==> src/hdl/tba_pkg.sv <==
// Shared types, codes and constants of the trace baseline averager.
package tba_pkg;

    localparam int CHANNELS_DEF = 16;
    localparam int SAMPLES_DEF  = 256;
    localparam int NUM_W        = 48;
    localparam int Q_W          = 32;
    localparam int DIV_W        = 17;
    localparam int DIV_STEPS    = 32;

    localparam logic [15:0] COUNT_MAX  = 16'hFFFF;
    localparam logic [16:0] WEIGHT_ONE = 17'h10000;

    typedef enum logic {OP_UPDATE = 1'b0, OP_RESTART = 1'b1} opcode_t;
    typedef enum logic {MODE_MEAN = 1'b0, MODE_EMA = 1'b1} mode_t;
    typedef enum logic {CFG_UPDATE_MODE = 1'b0, CFG_EMA_WEIGHT = 1'b1} cfg_index_t;
    typedef enum logic [1:0] {KIND_MEAN, KIND_EMA, KIND_KEEP, KIND_NONE} kind_t;

    typedef struct packed {
        logic               opcode;
        logic [3:0]         channel;
        logic [7:0]         sample_index;
        logic signed [31:0] sample_value;
        logic               last_of_trace;
    } in_item_t;

    typedef struct packed {
        logic [3:0]         out_channel;
        logic [7:0]         out_index;
        logic signed [31:0] baseline_value;
        logic [15:0]        traces_averaged;
        logic               out_last;
    } out_item_t;

    typedef struct packed {
        kind_t              kind;
        logic [3:0]         channel;
        logic [7:0]         index;
        logic               last;
        logic [15:0]        count;
        logic signed [31:0] val;
    } meta_t;

endpackage

==> src/hdl/tba_div_pipe.sv <==
// Pipelined restoring divider, one quotient bit per stage, with entry tracking.
module tba_div_pipe #(
    parameter int ADDR_W = 12
) (
    input  logic                   clk,
    input  logic                   rst_n,
    input  logic                   en,
    input  logic                   in_valid,
    input  logic [ADDR_W-1:0]      in_addr,
    input  tba_pkg::meta_t         in_meta,
    input  logic [tba_pkg::NUM_W-1:0] in_mag,
    input  logic [tba_pkg::DIV_W-1:0] in_div,
    input  logic                   in_neg,
    input  logic [ADDR_W-1:0]      query_addr,
    output logic                   hit,
    output logic                   out_valid,
    output logic [ADDR_W-1:0]      out_addr,
    output tba_pkg::meta_t         out_meta,
    output logic [tba_pkg::Q_W-1:0] out_q,
    output logic                   out_neg
);
    import tba_pkg::*;

    localparam int REM_W = DIV_W - 1;

    logic              v_reg    [DIV_STEPS+1];
    logic [ADDR_W-1:0] addr_reg [DIV_STEPS+1];
    meta_t             meta_reg [DIV_STEPS+1];
    logic [REM_W-1:0]  rem_reg  [DIV_STEPS+1];
    logic [Q_W-1:0]    wq_reg   [DIV_STEPS+1];
    logic [DIV_W-1:0]  d_reg    [DIV_STEPS+1];
    logic              neg_reg  [DIV_STEPS+1];

    always_ff @(posedge clk or negedge rst_n)
    begin
        if (!rst_n)
        begin
            for (int k = 0; k <= DIV_STEPS; k++)
            begin
                v_reg[k] <= 1'b0;
            end
        end
        else if (en)
        begin
            v_reg[0] <= in_valid;
            for (int k = 1; k <= DIV_STEPS; k++)
            begin
                v_reg[k] <= v_reg[k-1];
            end
        end
    end

    always_ff @(posedge clk)
    begin
        if (en)
        begin
            addr_reg[0] <= in_addr;
            meta_reg[0] <= in_meta;
            rem_reg[0]  <= in_mag[NUM_W-1:Q_W];
            wq_reg[0]   <= in_mag[Q_W-1:0];
            d_reg[0]    <= in_div;
            neg_reg[0]  <= in_neg;
        end
    end

    for (genvar k = 1; k <= DIV_STEPS; k++)
    begin : g_step
        logic [DIV_W-1:0] trial;
        logic [DIV_W-1:0] diff;
        logic             ge;

        assign trial = {rem_reg[k-1], wq_reg[k-1][Q_W-1]};
        assign ge    = trial >= d_reg[k-1];
        assign diff  = trial - d_reg[k-1];

        always_ff @(posedge clk)
        begin
            if (en)
            begin
                addr_reg[k] <= addr_reg[k-1];
                meta_reg[k] <= meta_reg[k-1];
                rem_reg[k]  <= ge ? diff[REM_W-1:0] : trial[REM_W-1:0];
                wq_reg[k]   <= {wq_reg[k-1][Q_W-2:0], ge};
                d_reg[k]    <= d_reg[k-1];
                neg_reg[k]  <= neg_reg[k-1];
            end
        end
    end

    always_comb
    begin
        hit = 1'b0;
        for (int k = 0; k <= DIV_STEPS; k++)
        begin
            if (v_reg[k] && meta_reg[k].kind != KIND_NONE && addr_reg[k] == query_addr)
            begin
                hit = 1'b1;
            end
        end
    end

    assign out_valid = v_reg[DIV_STEPS];
    assign out_addr  = addr_reg[DIV_STEPS];
    assign out_meta  = meta_reg[DIV_STEPS];
    assign out_q     = wq_reg[DIV_STEPS];
    assign out_neg   = neg_reg[DIV_STEPS];

endmodule

==> config.mk <==
export PLATFORM = sky130hd
export DESIGN_NAME = tba_div_pipe
export DESIGN_NICKNAME = d
export VERILOG_FILES = /design/src/hdl/tba_pkg.sv /design/src/hdl/tba_div_pipe.sv
export SDC_FILE = /design/constraint.sdc
export NUM_CORES = 2
export LEC_CHECK = 0
export ABC_AREA = 1
export BUFFER_PORTS_ARGS = -buffer_cell sky130_fd_sc_hd__buf_4
export CAP_MARGIN = 30
export CORE_MARGIN = 10
export CORE_UTILIZATION = 40
export DETAILED_ROUTE_END_ITERATION = 16
export PLACE_DENSITY = 0.65
export SYNTH_ARGS = -nofsm -noshare
export SYNTH_HDL_FRONTEND = slang
export SYNTH_MEMORY_MAX_BITS = 65536
export SYNTH_SLANG_ARGS = --single-unit
==> constraint.sdc <==
create_clock -name clk -period 2.35 [get_ports clk]
set_input_delay 0.47 -clock clk [delete_from_list [all_inputs] [get_ports clk]]
set_output_delay 0.47 -clock clk [all_outputs]
set_load 0.02 [all_outputs]
==> metrics <==
run status finished with violations; violated checks setup timing; setup slack of the critical path after layout -0.8077 ns; area enclosed by the die boundary just under 500000 um^2; CP max FO 3; critical-path cell with the highest stage delay sky130_fd_sc_hd__edfxtp_1; GR Util All Layers about 15%; Most common cell on crit path sky130_fd_sc_hd__nand2_1; post-synth design cell area roughly 180000 um^2; number of hold violations in the final report 0; number of flip-flops and latches in the synthesized netlist 4653; final cell area excluding filler cells ~220000 um^2; leading area contributor after synthesis sky130_fd_sc_hd__edfxtp_1; delay of the slowest cell on the worst path approximately 0.43 ns; # port buffers roughly 270; arrival time of data at the critical path endpoint 2.69 ns; CTS clk-pin slew, worst paths approximately 0.060 ns; worst rel slew slack 53.42%; layout-stage area growth over the synthesis result 20.95%; count of fill cells added during filler insertion roughly 39000; clock insertion delay at the later pin of the skew report roughly 1.0 ns; Avg WL per Cell around 18 um; number of cell rows between 200 and 250; number of instances in the synthesized netlist around 13000; share of the synthesized area in compound gates (AO/OA/AOI/OAI) 4.169%; capture point of the worst reg-to-reg path rem_reg[0][96]; number of cells traversed by the worst register-to-register path 9; post-synthesis net count 13640; Largest register FFs between 2000 and 2500; number of nets at the end of the flow about 15000; Synth Flop Type sky130_fd_sc_hd__edfxtp_1; Min-Delay Path Depth 2; initial core utilization between 40% and 50%; number of violations of the max-capacitance limit 0; number of warnings issued by yosys 0; most common library cell in the layout ignoring fill and taps sky130_fd_sc_hd__edfxtp_1; first-pass iteration count of the detailed router 6; cell types occupying the most area after synthesis sky130_fd_sc_hd__edfxtp_1, sky130_fd_sc_hd__nand2_1, sky130_fd_sc_hd__ha_1, sky130_fd_sc_hd__inv_1, sky130_fd_sc_hd__o21ai_0; CP startpoint kind register; clock tree from TritonCTS built; area taken by multi-input logic gates around 38000 um^2; commonest cells after routing, fill and taps aside sky130_fd_sc_hd__edfxtp_1, sky130_fd_sc_hd__nand2_1, sky130_fd_sc_hd__inv_1; maximum vdd ir drop between 0.7 and 0.8 mV; synthesized area per cell between 10 and 15 um^2; total power per unit cell area 1115 nW/um^2; slew at the pin closest to its max-slew limit 0.6986 ns; type of the worst setup path reg -> out; dominant combinational cell family by area after synthesis simple AND/OR/NAND/NOR gates; endpoint kind of the worst setup timing path output pin; post-route clock period utilization 134.4%; final critical-path required period 3.158 ns; total vias in the final route around 100000; HP Start in_mag[42]; via count of the first global-routing pass 97180; number of enable flip-flop cells after synthesis about 4600; number of ports placed on the die boundary 267; first-pass GRT wire length ~570000 um; antenna violation net count after detailed routing 0; drt drc 0; Leakage Power approximately 0.087 uW; antenna violations before repair 17; post-synthesis cell type count 49; clock root cell sky130_fd_sc_hd__clkbuf_16; pin count of the biggest net entering global routing about 130; final number of max-transition violations 0; share of cells above drive strength 1 between 10% and 20%; Chip Width just under 700 um; area of the placeable core 453400 um^2; post-synthesis xor/xnor area fraction 2.066%; reg-to-reg slack, setup about 0.03 ns; Sequential cell area roughly 140000 um^2; estimated wirelength of the detail-placed design between 200000 and 300000 um; class of the tightest hold or removal check in -> reg; vertical extent of the die between 600 and 700 um; total detailed-routing wirelength approximately 380000 um; H-tree depth reported by CTS 5; RSZ-0062 raised after global routing true; top cell type's share of synthesized area between 70 and 80%; critical path, cell by cell o21ai_1, nor2_1, nand2_1, nor2_1, nand2_1, nand2_2, nor2_2, nand2_1, nor2_2, nand3_2, buf_6; final core utilization 48.64%; sink of the worst hold path rem_reg[0][10]; aggregate global routing overflow 0; post-synthesis simple-gate area fraction just over 9%; register area share after synthesis between 70% and 80%; routability cong. between 0.8 and 0.9; required time at the worst-slack endpoint between 1.5 and 2 ns; number of buffers added by the clock tree synthesis step around 470; clock sinks roughly 4700; Max Clk Rate 316.7 MHz; area of placed instances about 200000 um^2; Final setup violation count 1; fraction of registers with async set/reset 0.7092%; worst reg2reg startpoint rem_reg[0][83]; post-synthesis share of cell area spent on full adders, half adders and majority gates 4.073%; Post-Route Skew roughly 0.069 ns; buffer levels on the longest clock path 4; number of violations reported at the end of detailed-routing iteration 0 just under 8000; via/cell ratio ~4.7; mux share of post-synthesis cell area less than 1%
-- through the flow --
stage	setup WS (ns)	hold WS, ns	TNS, ns	std cells	total power, uW
final	-0.8077	0.1696	-0.8077	21110	246000
after detailed placement	-0.3987	0.4045	-4.407	19950	168500
after CTS	-0.8936	0.04020	-1.448	21000	244200
after global placement	-0.4701	0.4001	-4.809	19950	168000
after floorplan	0.2664	0.1744	0	12910	145300
after global routing	-0.9644	0.1030	-3.253	21110	260600
-- report_power, final --
part	switching, uW	total [uW]	internal, uW
clock	31500	73900	42400
combinational	36700	63300	26600
sequential	5230	109000	104000
-- Yosys cell counts (77+ instances only) --
master / instances
sky130_fd_sc_hd__ha_1: 544
sky130_fd_sc_hd__edfxtp_1: 4620
sky130_fd_sc_hd__nand4_1: 115
sky130_fd_sc_hd__xnor2_1: 132
sky130_fd_sc_hd__o21ai_0: 652
sky130_fd_sc_hd__xor2_1: 298
sky130_fd_sc_hd__o21ai_1: 180
sky130_fd_sc_hd__a21oi_1: 440
sky130_fd_sc_hd__nand3_1: 372
sky130_fd_sc_hd__inv_1: 1651
sky130_fd_sc_hd__buf_2: 77
sky130_fd_sc_hd__nor2_1: 687
sky130_fd_sc_hd__nand2_1: 2617
-- how the worst max path moves through the flow --
stage | from | endpoint | slack, ns | cells after the start
2_1_floorplan | query_addr[2] | hit | 0.27 | 14
3_3_place_gp | query_addr[4] | hit | -0.47 | 15
3_5_place_dp | query_addr[4] | hit | -0.40 | 15
4_1_cts | addr_reg[0][2] | hit | -0.89 | 13
5_1_grt | addr_reg[1][2] | hit | -0.96 | 13
6_report | addr_reg[1][9] | hit | -0.81 | 11
-- per-layer routing --
layer	vias up	track usage [%]	wire (um)
li1	48850	-	-
met1	47020	20.58	168000
met2	1994	24.68	177500
met3	583	2.483	18920
met4	6	4.475	11160
met5	-	0	39
-- cells by family after synthesis --
family,count (synthesis)
flip-flops,4653
multiplexers,3
buffers and inverters,1830
AND/OR/NAND/NOR,3983
AO/OA/AOI/OAI,1438
XOR/XNOR,430
adder cells (fa/ha/maj),575
-- worst max-delay path: cells and delay by family, from the launching register on --
kind                   cells  cell delay, ns
AO/OA/AOI/OAI              1            0.24
AND/OR/NAND/NOR            9            0.85
flip-flops                 1            0.43
buffers and inverters      1            0.16
-- layout make-up --
type                    instances  share of cell area [%]
inverters                    1659                   2.824
multi-input cells            6431                   17.17
clock buffers                 559                   5.540
clock inverters               314                   1.468
well taps                    5976                   3.391
flip-flops and latches       4653                   63.28
diodes                          3                0.003404
repair buffers               1513                   6.318
-- what timing repair did --
item,CTS,global route
buffers inserted,36,92
pin swaps,22,105
hold buffers,146,0
gates resized for setup,92,523
gates cloned,2,12
endpoints found under the setup margin,121,437
hold endpoints to repair,181,0
No activity file was read; power rests on OpenSTA's default activity.
